<file path="src/rad_pkg.sv">
package rad_pkg;

  typedef enum logic [1:0] {
    REQ_CLEAR  = 2'd0,
    REQ_APPEND = 2'd1,
    REQ_DIG2CP = 2'd2,
    REQ_CP2DIG = 2'd3
  } req_e_t;

  typedef enum logic [2:0] {
    STS_OK        = 3'd0,
    STS_MISS      = 3'd1,
    STS_BAD_RANGE = 3'd2,
    STS_TOO_MANY  = 3'd3,
    STS_OVERLAP   = 3'd4,
    STS_FULL      = 3'd5
  } status_e_t;

  typedef enum logic [1:0] {
    ST_IDLE,
    ST_SCAN,
    ST_DONE
  } state_e_t;

  localparam logic [20:0] CP_MAX      = 21'h10FFFF;
  localparam logic [20:0] SURR_FIRST  = 21'h00D800;
  localparam logic [20:0] SURR_LAST   = 21'h00DFFF;
  localparam logic [20:0] UPPER_A     = 21'h000041;
  localparam logic [20:0] UPPER_Z     = 21'h00005A;
  localparam logic [32:0] TOTAL_LIMIT = 33'h080000000;

  // one row of the range table
  typedef struct packed {
    logic [20:0] cp_lo;
    logic [20:0] cp_hi;
    logic [30:0] base;
  } entry_t;

  // one result word
  typedef struct packed {
    status_e_t   status;
    logic [20:0] symbol;
    logic [30:0] digit;
    logic [31:0] size;
    logic        upper;
    logic        encodable;
  } res_t;

endpackage

</file>
<file path="src/rad_table.sv">
module rad_table import rad_pkg::*; #(
  parameter int DEPTH = 16,
  parameter int AW    = 4
) (
  input  logic          clk,
  input  logic [AW-1:0] rd_addr,
  output entry_t        rd_data,
  input  logic          wr_en,
  input  logic [AW-1:0] wr_addr,
  input  entry_t        wr_data
);

  entry_t mem [DEPTH];

  always_ff @(posedge clk) begin
    if (wr_en) begin
      mem[wr_addr] <= wr_data;
    end
  end

  always_ff @(posedge clk) begin
    rd_data <= mem[rd_addr];
  end

endmodule

</file>
<file path="src/rad_seq.sv">
module rad_seq import rad_pkg::*; #(
  parameter int MAX_RANGES = 16,
  parameter int AW         = 4,
  parameter int CW         = 5
) (
  input  logic          clk,
  input  logic          rst,
  input  logic          in_valid,
  output logic          in_ready,
  input  logic [1:0]    req_type,
  input  logic [20:0]   range_first,
  input  logic [20:0]   range_last,
  input  logic [30:0]   digit_in,
  input  logic [20:0]   code_point,
  output logic          res_valid,
  input  logic          res_ready,
  output res_t          res,
  output logic [AW-1:0] rd_addr,
  input  entry_t        rd_data,
  output logic          wr_en,
  output logic [AW-1:0] wr_addr,
  output entry_t        wr_data
);

  state_e_t state, state_next;

  // item registers
  req_e_t      req;
  logic [20:0] first;
  logic [20:0] last;
  logic [30:0] digit;
  logic [20:0] cp;

  // table status
  logic [CW-1:0] count, count_next;
  logic [31:0]   total, total_next;
  logic          upper, upper_next;
  logic          sfree, sfree_next;

  // scan
  logic [CW-1:0] idx;
  logic          chk_vld;
  logic          issue;
  logic          hit;
  logic [30:0]   val;

  logic [21:0]   len;
  logic [32:0]   new_total;
  status_e_t     pre_status;
  logic          skip;
  logic          finish;

  logic [21:0]   e_len;
  logic [30:0]   d_diff;
  logic          chk_hit;
  logic [30:0]   chk_val;
  logic          commit;
  logic          append_ok;

  // append prechecks, in priority order
  always_comb begin
    len       = {1'b0, last} - {1'b0, first} + 22'd1;
    new_total = {1'b0, total} + 33'(len);
    if (first > last || last > CP_MAX) begin
      pre_status = STS_BAD_RANGE;
    end else if (count == CW'(MAX_RANGES)) begin
      pre_status = STS_FULL;
    end else if (new_total > TOTAL_LIMIT) begin
      pre_status = STS_TOO_MANY;
    end else begin
      pre_status = STS_OK;
    end
  end

  assign skip = (req == REQ_APPEND && pre_status != STS_OK) ||
                (req == REQ_DIG2CP && {1'b0, digit} >= total);

  // per-entry check on the row read last cycle
  always_comb begin
    e_len   = {1'b0, rd_data.cp_hi} - {1'b0, rd_data.cp_lo} + 22'd1;
    d_diff  = digit - rd_data.base;
    chk_hit = 1'b0;
    chk_val = '0;
    case (req)
      REQ_APPEND: begin
        chk_hit = (first <= rd_data.cp_hi) && (last >= rd_data.cp_lo);
      end
      REQ_DIG2CP: begin
        chk_hit = (digit >= rd_data.base) && (d_diff < 31'(e_len));
        chk_val = 31'(rd_data.cp_lo + d_diff[20:0]);
      end
      REQ_CP2DIG: begin
        chk_hit = (cp >= rd_data.cp_lo) && (cp <= rd_data.cp_hi);
        chk_val = rd_data.base + 31'(cp - rd_data.cp_lo);
      end
      default: begin
        chk_hit = 1'b0;
      end
    endcase
  end

  assign issue  = (idx < count);
  assign finish = skip || (chk_vld && chk_hit) || (!issue && !chk_vld);
  assign rd_addr = idx[AW-1:0];

  always_ff @(posedge clk) begin
    if (rst) begin
      state <= ST_IDLE;
    end else begin
      state <= state_next;
    end
  end

  always_comb begin
    state_next = state;
    in_ready   = 1'b0;
    res_valid  = 1'b0;
    unique case (state)
      ST_IDLE: begin
        in_ready = 1'b1;
        if (in_valid) begin
          state_next = (req_e_t'(req_type) == REQ_CLEAR) ? ST_DONE : ST_SCAN;
        end
      end
      ST_SCAN: begin
        if (finish) begin
          state_next = ST_DONE;
        end
      end
      ST_DONE: begin
        res_valid = 1'b1;
        if (res_ready) begin
          state_next = ST_IDLE;
        end
      end
      default: begin
        state_next = ST_IDLE;
      end
    endcase
  end

  // result and table status after the item
  always_comb begin
    res        = '0;
    count_next = count;
    total_next = total;
    upper_next = upper;
    sfree_next = sfree;
    append_ok  = 1'b0;
    res.status = STS_OK;
    case (req)
      REQ_CLEAR: begin
        count_next = '0;
        total_next = '0;
        upper_next = 1'b0;
        sfree_next = 1'b1;
      end
      REQ_APPEND: begin
        if (pre_status != STS_OK) begin
          res.status = pre_status;
        end else if (hit) begin
          res.status = STS_OVERLAP;
        end else begin
          append_ok  = 1'b1;
          count_next = count + CW'(1);
          total_next = new_total[31:0];
          if (first <= UPPER_Z && last >= UPPER_A) begin
            upper_next = 1'b1;
          end
          if (first <= SURR_LAST && last >= SURR_FIRST) begin
            sfree_next = 1'b0;
          end
        end
      end
      REQ_DIG2CP: begin
        res.status = hit ? STS_OK : STS_MISS;
        res.symbol = hit ? val[20:0] : '0;
      end
      default: begin
        res.status = hit ? STS_OK : STS_MISS;
        res.digit  = hit ? val : '0;
      end
    endcase
    res.size      = total_next;
    res.upper     = upper_next;
    res.encodable = sfree_next;
  end

  assign commit        = (state == ST_DONE) && res_ready;
  assign wr_en         = commit && append_ok;
  assign wr_addr       = count[AW-1:0];
  assign wr_data.cp_lo = first;
  assign wr_data.cp_hi = last;
  assign wr_data.base  = total[30:0];

  // control registers
  always_ff @(posedge clk) begin
    if (rst) begin
      count   <= '0;
      total   <= '0;
      upper   <= 1'b0;
      sfree   <= 1'b1;
      chk_vld <= 1'b0;
      idx     <= '0;
    end else begin
      if (state == ST_IDLE) begin
        idx     <= '0;
        chk_vld <= 1'b0;
      end else if (state == ST_SCAN) begin
        idx     <= idx + CW'(issue);
        chk_vld <= issue;
      end
      if (commit) begin
        count <= count_next;
        total <= total_next;
        upper <= upper_next;
        sfree <= sfree_next;
      end
    end
  end

  // item and scan payload
  always_ff @(posedge clk) begin
    if (state == ST_IDLE && in_valid) begin
      req   <= req_e_t'(req_type);
      first <= range_first;
      last  <= range_last;
      digit <= digit_in;
      cp    <= code_point;
      hit   <= 1'b0;
    end else if (state == ST_SCAN) begin
      hit <= !skip && chk_vld && chk_hit;
      val <= chk_val;
    end
  end

endmodule

</file>
<file path="src/range_alphabet_digit_translator.sv">
// Range alphabet digit translator. Holds up to MAX_RANGES code point ranges
// in load order and numbers their symbols densely as digits: range 0 holds
// digits 0.., each later range continues where the one before it stopped.
// req_type picks the operation: clear empties the table; append checks the
// range (backwards or above U+10FFFF, table full, total past 2^31, overlap
// with any loaded range, in that order) and adds it only if all pass;
// digit-to-code-point and code-point-to-digit look up the table and report
// "not in alphabet" on a miss. Every word in gives exactly one word out,
// carrying the status plus the alphabet size and the uppercase and
// surrogate-free flags as they stand after that word. The ranges live in a
// single-port-read synchronous memory that is scanned one row per cycle; a
// lookup stops at its first hit, and a clear or an append that fails the
// range, full or size check skips the scan. One item is worked on at a
// time; input is taken again as soon as the result has moved into the
// output register, even while that register waits on out_ready. The table
// needs no clearing after reset: only rows below the loaded count are ever
// used.
module range_alphabet_digit_translator import rad_pkg::*; #(
  parameter int MAX_RANGES = 16
) (
  input  logic        clk,
  input  logic        rst,
  input  logic        in_valid,
  output logic        in_ready,
  input  logic [1:0]  req_type,
  input  logic [20:0] range_first,
  input  logic [20:0] range_last,
  input  logic [30:0] digit_in,
  input  logic [20:0] code_point,
  output logic        out_valid,
  input  logic        out_ready,
  output logic [2:0]  status,
  output logic [20:0] symbol_out,
  output logic [30:0] digit_out,
  output logic [31:0] alphabet_size,
  output logic        has_upper,
  output logic        encodable
);

  localparam int AW = (MAX_RANGES > 1) ? $clog2(MAX_RANGES) : 1;
  localparam int CW = $clog2(MAX_RANGES + 1);

  logic          res_valid;
  logic          res_ready;
  res_t          res;
  logic [AW-1:0] rd_addr;
  entry_t        rd_data;
  logic          wr_en;
  logic [AW-1:0] wr_addr;
  entry_t        wr_data;
  res_t          out_q;

  rad_seq #(
    .MAX_RANGES (MAX_RANGES),
    .AW         (AW),
    .CW         (CW)
  ) u_seq (
    .clk         (clk),
    .rst         (rst),
    .in_valid    (in_valid),
    .in_ready    (in_ready),
    .req_type    (req_type),
    .range_first (range_first),
    .range_last  (range_last),
    .digit_in    (digit_in),
    .code_point  (code_point),
    .res_valid   (res_valid),
    .res_ready   (res_ready),
    .res         (res),
    .rd_addr     (rd_addr),
    .rd_data     (rd_data),
    .wr_en       (wr_en),
    .wr_addr     (wr_addr),
    .wr_data     (wr_data)
  );

  // range table: start, end and base digit of each loaded range
  rad_table #(
    .DEPTH (MAX_RANGES),
    .AW    (AW)
  ) u_table (
    .clk     (clk),
    .rd_addr (rd_addr),
    .rd_data (rd_data),
    .wr_en   (wr_en),
    .wr_addr (wr_addr),
    .wr_data (wr_data)
  );

  // output register; the sequencer commits the item when this slot frees up
  assign res_ready = !out_valid || out_ready;

  always_ff @(posedge clk) begin
    if (rst) begin
      out_valid <= 1'b0;
    end else if (res_ready) begin
      out_valid <= res_valid;
    end
  end

  always_ff @(posedge clk) begin
    if (res_valid && res_ready) begin
      out_q <= res;
    end
  end

  assign status        = out_q.status;
  assign symbol_out    = out_q.symbol;
  assign digit_out     = out_q.digit;
  assign alphabet_size = out_q.size;
  assign has_upper     = out_q.upper;
  assign encodable     = out_q.encodable;

`ifndef SYNTH
  // one item in flight: no second word right after an accept
  a_one_in_flight: assert property (@(posedge clk) disable iff (rst)
    (in_valid && in_ready) |=> !in_ready)
    else $error("input taken while an item is in flight");

  // an uppercase flag needs at least one symbol loaded
  a_upper_size: assert property (@(posedge clk) disable iff (rst)
    (out_valid && has_upper) |-> (alphabet_size != 32'd0))
    else $error("has_upper set on an empty alphabet");

  // surrogate flag clears only when some range is loaded
  a_surr_size: assert property (@(posedge clk) disable iff (rst)
    (out_valid && !encodable) |-> (alphabet_size != 32'd0))
    else $error("encodable clear on an empty alphabet");

  // total never passes 2^31
  a_size_limit: assert property (@(posedge clk) disable iff (rst)
    out_valid |-> (alphabet_size <= 32'h80000000))
    else $error("alphabet size beyond limit");

  // reset empties the output register
  a_reset_out: assert property (@(posedge clk)
    rst |=> !out_valid)
    else $error("result valid after reset");
`endif

endmodule
</file>
<file path="config.mk">
export PLATFORM = sky130hd
export DESIGN_NAME = range_alphabet_digit_translator
export DESIGN_NICKNAME = d
export VERILOG_FILES = /design/src/rad_pkg.sv /design/src/rad_table.sv /design/src/rad_seq.sv /design/src/range_alphabet_digit_translator.sv
export SDC_FILE = /design/constraint.sdc
export NUM_CORES = 2
export LEC_CHECK = 0
export BUFFER_PORTS_ARGS = -buffer_cell sky130_fd_sc_hd__buf_4
export CAP_MARGIN = 10
export CORE_ASPECT_RATIO = 0.8
export CORE_MARGIN = 2
export CORE_UTILIZATION = 55
export CTS_BUF_LIST = sky130_fd_sc_hd__clkbuf_8
export DETAILED_ROUTE_END_ITERATION = 6
export HOLD_SLACK_MARGIN = 0.05
export PLACE_DENSITY = 0.83
export SYNTH_ARGS = -nofsm -noshare
export SYNTH_HDL_FRONTEND = slang
export SYNTH_SLANG_ARGS = --single-unit
</file>
<file path="constraint.sdc">
create_clock -name clk -period 23.2 [get_ports clk]
set_input_delay 2.32 -clock clk [delete_from_list [all_inputs] [get_ports clk]]
set_output_delay 2.32 -clock clk [all_outputs]
set_load 0.03 [all_outputs]
</file>
# --- After elaboration in Yosys (flattened, before gate mapping) ---
# Memory sizes are Yosys's and may differ from the RTL's. A register that Yosys moved wholly into a read port is not among the register bits.
# Index checks and enable logic that the tools add are counted.
word_totals:
  reg_bits: 265
  latch_bits: 0
  mem_bits_rw: 1168
  romBits: 0
  inputBits: 100
  out_inout_bits: 91
  elab_cells: 131
  memories: 1
op_classes:
  addsub: 11
  n_mul: 0
  div_mod_pow: 0
  n_lt_le_gt_ge: 15
  eq_ne: 11
  shift: 0
  n_mux: 35
  bitwise_logic: 2
  n_reduce_logical: 35
mem_list:
  columns: ["name", "words", "width", "read_ports", "rd_ports_with_merged_regs", "write_ports", "line", "rtl"]
  rows:
  - ["u_table.mem", 16, 73, 1, 1, 1, "rad_table.sv:13", "entry_t mem [DEPTH];"]
op_table:
  columns: ["cell", "n"]
  rows:
  - ["subtractor 21 x 21 -> 22 bit", 3]
  - ["2-to-1 mux 32 bit", 2]
  - ["one-hot mux 32 bit (2 select lines)", 1]
  - ["one-hot mux 31 bit (2 select lines)", 1]
  - ["adder 22 x 1 -> 22 bit, second input constant", 2]
  - ["greater-or-equal comparator 21 bit", 2]
  - ["<= comparator 21 bit", 2]
  - ["adder 32 x 22 -> 33 bit", 1]
  - ["greater-than comparator 33 x 32 -> 1 bit, second input constant", 1]
  - ["greater-or-equal comparator 31 x 32 -> 1 bit", 1]
  - ["adder 31 bit", 1]
  - ["greater-or-equal comparator 31 bit", 1]
  - ["less-than comparator 31 x 22 -> 1 bit", 1]
  - ["subtractor 31 bit", 1]
  - ["adder 21 x 21 -> 22 bit", 1]
  - ["greater-or-equal comparator 21 x 16 -> 1 bit, second input constant", 1]
  - ["greater-or-equal comparator 21 x 7 -> 1 bit, second input constant", 1]
  - ["greater-than comparator 21 bit", 1]
  - ["greater-than comparator 21 bit, second input constant", 1]
  - ["<= comparator 21 x 16 -> 1 bit, second input constant", 1]
  - ["<= comparator 21 x 7 -> 1 bit, second input constant", 1]
  - ["logical AND 1 bit", 15]
  - ["2-to-1 mux 1 bit", 14]
  - ["2-to-1 mux 3 bit", 4]
  - ["other kinds (26)", 49]

# --- Depth between registers and ports, before layout ---
depth:
  depth_word: 14
  ltp_mapped: 34
  ltp_nobuf: 31

# --- By module ---
# A second synthesis with hierarchy kept.
unflattened:
  cells_unflattened: 4295
  area_unflattened_um2: 67843.8
by_module_without_submodules:
  columns: ["mod", "instances", "cells_per_inst", "area_per_inst_um2", "seq_area_each_um2"]
  rows:
  - ["rad_table", 1, 1875, 45127.0, 36535.0]
  - ["rad_seq", 1, 2326, 19989.2, 4774.6]
  - ["range_alphabet_digit_translator", 1, 94, 2727.6, 2692.6]

# --- Least setup slack after synthesis ---
# No wires, ideal clock.
synth_path:
  path_type: "flip-flop to flip-flop"
  start: "reg u_seq.last[1]"
  end: "mem u_table.mem[3][0] (netlist bit), enable pin"
  setup_ns: 0.594
  arrival_ns: 11.496
  required_time_ns: 22.606
  setup_slack_ns: 11.111
  path_stages_with_launch: 34
  n_path_buf: 2
  synth_period_minus_slack_ns: 12.089
  path_cell_list: "edfxtp_1 -> inv_1 -> ha_1 -> inv_1 -> ha_1 -> inv_1 -> fa_1 -> nor2b_1 -> o21ai_0 -> a21boi_0 -> o21ai_0 -> a21oi_1 -> o2111ai_1 -> a31oi_1 -> nand4_1 -> a31oi_1 -> a21o_1 -> a21oi_1 -> xor2_1 -> ha_1 -> buf_2 -> nor2_1 -> or3_1 -> a21oi_1 -> o2111ai_1 -> a2111oi_0 -> nand4_1 -> or4_1 -> or4_4 -> o22a_1 -> buf_2 -> nor2_4 -> nand2_1 -> nor3_1"
synth_via:
  elab_chain_cells: 13
  word_cells_on_any_way: 16
  cone_classes: "add/sub: 3; order compare: 3; mux: 7; reduce/logical: 3"
synth_rtl:
  columns: ["element", "line", "rtl"]
  rows:
  - ["start, declared", "rad_seq.sv:30", "logic [20:0] last;"]
  - ["start signal, assigned", "rad_seq.sv:227", "last <= range_last;"]
  - ["subtractor 21 x 21 -> 22 bit", "rad_seq.sv:62", "len = {1'b0, last} - {1'b0, first} + 22'd1;"]
  - ["adder 22 x 1 -> 22 bit", "rad_seq.sv:62", null]
  - ["adder 32 x 22 -> 33 bit", "rad_seq.sv:63", "new_total = {1'b0, total} + 33'(len);"]
  - ["greater-than comparator 33 x 32 -> 1 bit", "rad_seq.sv:68", "end else if (new_total > TOTAL_LIMIT) begin"]
  - ["2-to-1 mux 2 bit", "rad_seq.sv:68", null]
  - ["2-to-1 mux 3 bit", "rad_seq.sv:66", "end else if (count == CW'(MAX_RANGES)) begin"]
  - ["2-to-1 mux 3 bit (*)", "rad_seq.sv:64", "if (first > last || last > CP_MAX) begin"]
  - ["nonzero test 3 bit (*)", "rad_seq.sv:159", "if (pre_status != STS_OK) begin"]
  - ["2-to-1 mux 1 bit (*)", "rad_seq.sv:159", null]
  - ["2-to-1 mux 1 bit (*)", "rad_seq.sv:151", "case (req)"]
  - ["logical AND 1 bit (*)", "rad_seq.sv:190", "assign wr_en = commit && append_ok;"]
  - ["2-to-1 mux 1 bit (*)", "rad_table.sv:16", "if (wr_en) begin"]
  - ["2-to-1 mux 1 bit (not written as such) (*)", "rad_table.sv:17", "mem[wr_addr] <= wr_data;"]
  - ["end, declared", "rad_table.sv:13", null]
# Every way passes the cells marked *; elsewhere a longest branch is shown, timed or not.

# --- Final worst setup path ---
layout_path:
  start: "reg u_seq.last[1]"
  end: "mem u_table.mem[12][65] (netlist bit), enable pin"
# Same word-level chain as after synthesis.

==> results.json <==
{
  "outcome": "finished, final reports clean",
  "ys_warn_count": 0,
  "period_share": 0.474,
  "worst_pin_slew_ps": 1310,
  "insertion_delay_ps": 980,
  "io_pins": 191,
  "cts_tree": "done",
  "cts_hold_buf": 0,
  "drc": 0,
  "hold_slack_ps": 497,
  "wl_met2_microns": 84900,
  "dr_wl_met3_microns": 23700,
  "num-fill-cells": 8261,
  "cts_setup_buffers": 0,
  "power_density_mw_per_mm2": 73.6,
  "p_total_mw": 5.55,
  "drt-pass1-iter-count": 6,
  "synthFlopType": "edfxtp_1",
  "finalClockSkew_ps": 66.2,
  "cp-start-kind": "register",
  "fmax_mhz": 90.9,
  "peakVddDrop_v": 0.0000623,
  "clk_path_buf_depth": 3,
  "reg2reg_from": "u_seq.last[1]$_DFFE_PP_",
  "cts_inserted_buffers": 215,
  "die_w_microns": 395,
  "worst_slack_ps": 12200,
  "root_buffer": "clkbuf_8",
  "syn_nets": 4573,
  "cp_slowest_stage_delay_ps": 920,
  "drv_cap": 0,
  "setup_tns_ps": 0,
  "placementRows": 114,
  "min_path_cells": 1,
  "ys_seq_area_frac": 0.653,
  "cp_max_fo": 54,
  "ys_ff_latch": 1506,
  "worst-setup-path-type": "register to register",
  "die_h_microns": 317,
  "hold-path-endpoint": "u_seq.sfree$_SDFFE_PP1P_",
  "relSlewSlack": 0.120,
  "cp-end-kind": "register",
  "grt_pass1_wl_microns": 269000,
  "drtAntennaViolNets": 0,
  "highest_layer": "met5",
  "synth.area.top_cells": "edfxtp_1 (62%), mux4_2 (12%), ha_1 (6.6%)",
  "pre_cts_ws_ps": 12510,
  "grt_max_degree": 74,
  "drive_gt1_frac": 0.210,
  "hp-start": "u_seq.sfree$_SDFFE_PP1P_",
  "wl_per_cell_microns": 30.2,
  "synthTopCellsByCount": "edfxtp_1 (1384), mux4_2 (365), ha_1 (356)",
  "cp_data_arrival_time_ps": 11540,
  "grt_usage": 0.301,
  "yosysMostFrequentCell": "edfxtp_1",
  "drt_iter0_markers": 5904,
  "hpwlAfterDp_microns": 127000,
  "clk_pin_slew_ps": 80,
  "vias": 40486,
  "syn_inst": 4109,
  "initial_core_util": 0.556,
  "syn_to_final_growth_pct": 11.9,
  "grt_overflow_total": 0,
  "cts.sinks": 1506,
  "grt_antenna_before_repair": 20,
  "vias_per_cell": 6.45,
  "setup-violations-final": 0,
  "async_flop_share": 0,
  "worst-r2r-cell-count": 32,
  "finalHoldViolations": 0,
  "drt-total-wl_microns": 189000,
  "core_area_sq_mm": 0.121,
  "gp_congestion": 1.06,
  "r2r_end": "u_table.mem[12][65]$_DFFE_PP_",
  "syn_area_per_cell_sq_um": 16.4,
  "yosys.area.top_type": "edfxtp_1",
  "ctsResizeCount": 0,
  "synth_top_area_share": 0.617,
  "required_ps": 23740,
  "final_max_slew_viol_count": 0,
  "wl_met1_microns": 73300,
  "grt_pass1_vias": 38586,
  "p_leak_nw": 27.1,
  "rsz0062_at_grt": "no",
  "synth_edf_count": 1384,
  "portBuffers": 190,
  "syn-cell-area_sq_mm": 0.0674,
  "htreeDepth": 4,
  "hold_class": "register to register",
  "die_area_sq_mm": 0.125,
  "cp_slowest_cell": "buf_4",
  "r2r_slack_ps": 12200,
  "ys_types": 86,
  "fin_crit_ps": 11000,
  "layout.nets": 4926
}
area by class of cell:
cell class | instances | area, sq um | area share
flip-flops and latches | 1506 | 44000 | 0.584
multi-input cells | 2236 | 22100 | 0.293
clock buffers | 240 | 3300 | 0.0438
repair buffers | 280 | 2100 | 0.0279
well taps | 1624 | 2030 | 0.0270
clock inverters | 163 | 995 | 0.0132
inverters | 223 | 840 | 0.0111
diodes | 7 | 17.5 | 0.000232
stage by stage:
step                utilization  instances  instance area (sq um)
floorplan                     -       4109                  67400
global placement          0.587       5869                  71100
detailed placement        0.587       5869                  71100
CTS                       0.622       6272                  75400
global route              0.622       6275                  75400
finish                    0.623       6279                  75400
placed cells by master (no fill, tap or decap), drive strengths merged, types with 41 or more instances in the layout:
| cell type | n |
|---|---|
| nor3 | 64 |
| nand4 | 56 |
| ha | 356 |
| buf | 280 |
| nand2 | 134 |
| and2 | 45 |
| dfxtp | 122 |
| clkbuf | 240 |
| and3 | 41 |
| clkinv | 58 |
| a21o | 89 |
| edfxtp | 1384 |
| a21oi | 175 |
| xnor2 | 73 |
| mux4 | 365 |
| o21ai | 144 |
| xor2 | 62 |
| nor2 | 145 |
| nand3 | 89 |
| inv | 317 |
state kept, by name, summed over array words and instances, names as in the netlist:
register and cells:
u_table.rd_data 73, u_table.mem 1168, u_seq.state 2, u_seq.idx 5, u_seq.digit 31, u_seq.sfree 1, alphabet_size 32, has_upper 1
status 3, symbol_out 21, u_seq.count 5, u_seq.last 21, encodable 1, digit_out 31, u_seq.hit 1, u_seq.total 32
out_valid 1, u_seq.first 21, u_seq.val 31, u_seq.cp 21, u_seq.chk_vld 1, u_seq.req 2, u_seq.upper 1
power breakdown:
part / leakage [nW] / internal, mW / switching, mW
registers: 14.1 / 2.98 / 0.0337
logic: 10.5 / 0.165 / 0.299
clock network: 2.49 / 1.02 / 1.05
total: 27.1 / 4.17 / 1.38
critical path, delay by kind of cell (launching register included):
kind | cells | cell delay [ps]
AND/OR/NAND/NOR | 9 | 3340
flip-flops | 1 | 710
XOR/XNOR | 1 | 150
buffers and inverters | 4 | 1190
adder cells (fa/ha/maj) | 4 | 1360
AO/OA/AOI/OAI | 14 | 3720
logic make-up (layout without fill, tap and decap cells):
logic type               after synthesis  after routing  share of synthesized area
AO/OA/AOI/OAI                        670            670                     0.0642
XOR/XNOR                             135            135                     0.0177
adder cells (fa/ha/maj)              364            364                     0.0685
buffers and inverters                367            906                     0.0208
flip-flops                          1506           1506                      0.653
multiplexers                         370            370                      0.123
other                                  0              7                          0
AND/OR/NAND/NOR                      697            697                     0.0529
layer usage:
metal / vias up / track usage
met5: - / 0
met3: 400 / 0.0884
li1: 17135 / -
met4: 12 / 0.113
met1: 20168 / 0.422
met2: 2771 / 0.450
worst max-delay path by stage:
stage / startpoint / end / slack, ps / cells after the start
5_1_grt: u_seq.last[1]$_DFFE_PP_ / u_table.mem[7][70]$_DFFE_PP_ / 11570 / 32
3_5_place_dp: u_seq.last[1]$_DFFE_PP_ / u_table.mem[14][71]$_DFFE_PP_ / 12510 / 32
6_report: u_seq.last[1]$_DFFE_PP_ / u_table.mem[12][65]$_DFFE_PP_ / 12200 / 32
4_1_cts: u_seq.last[1]$_DFFE_PP_ / u_table.mem[15][65]$_DFFE_PP_ / 12420 / 32
3_3_place_gp: u_seq.last[1]$_DFFE_PP_ / u_table.mem[7][6]$_DFFE_PP_ / 12640 / 32
2_1_floorplan: u_seq.last[1]$_DFFE_PP_ / u_table.mem[3][0]$_DFFE_PP_ / 11110 / 33
Note: power is estimated with default switching activity, not from simulation.
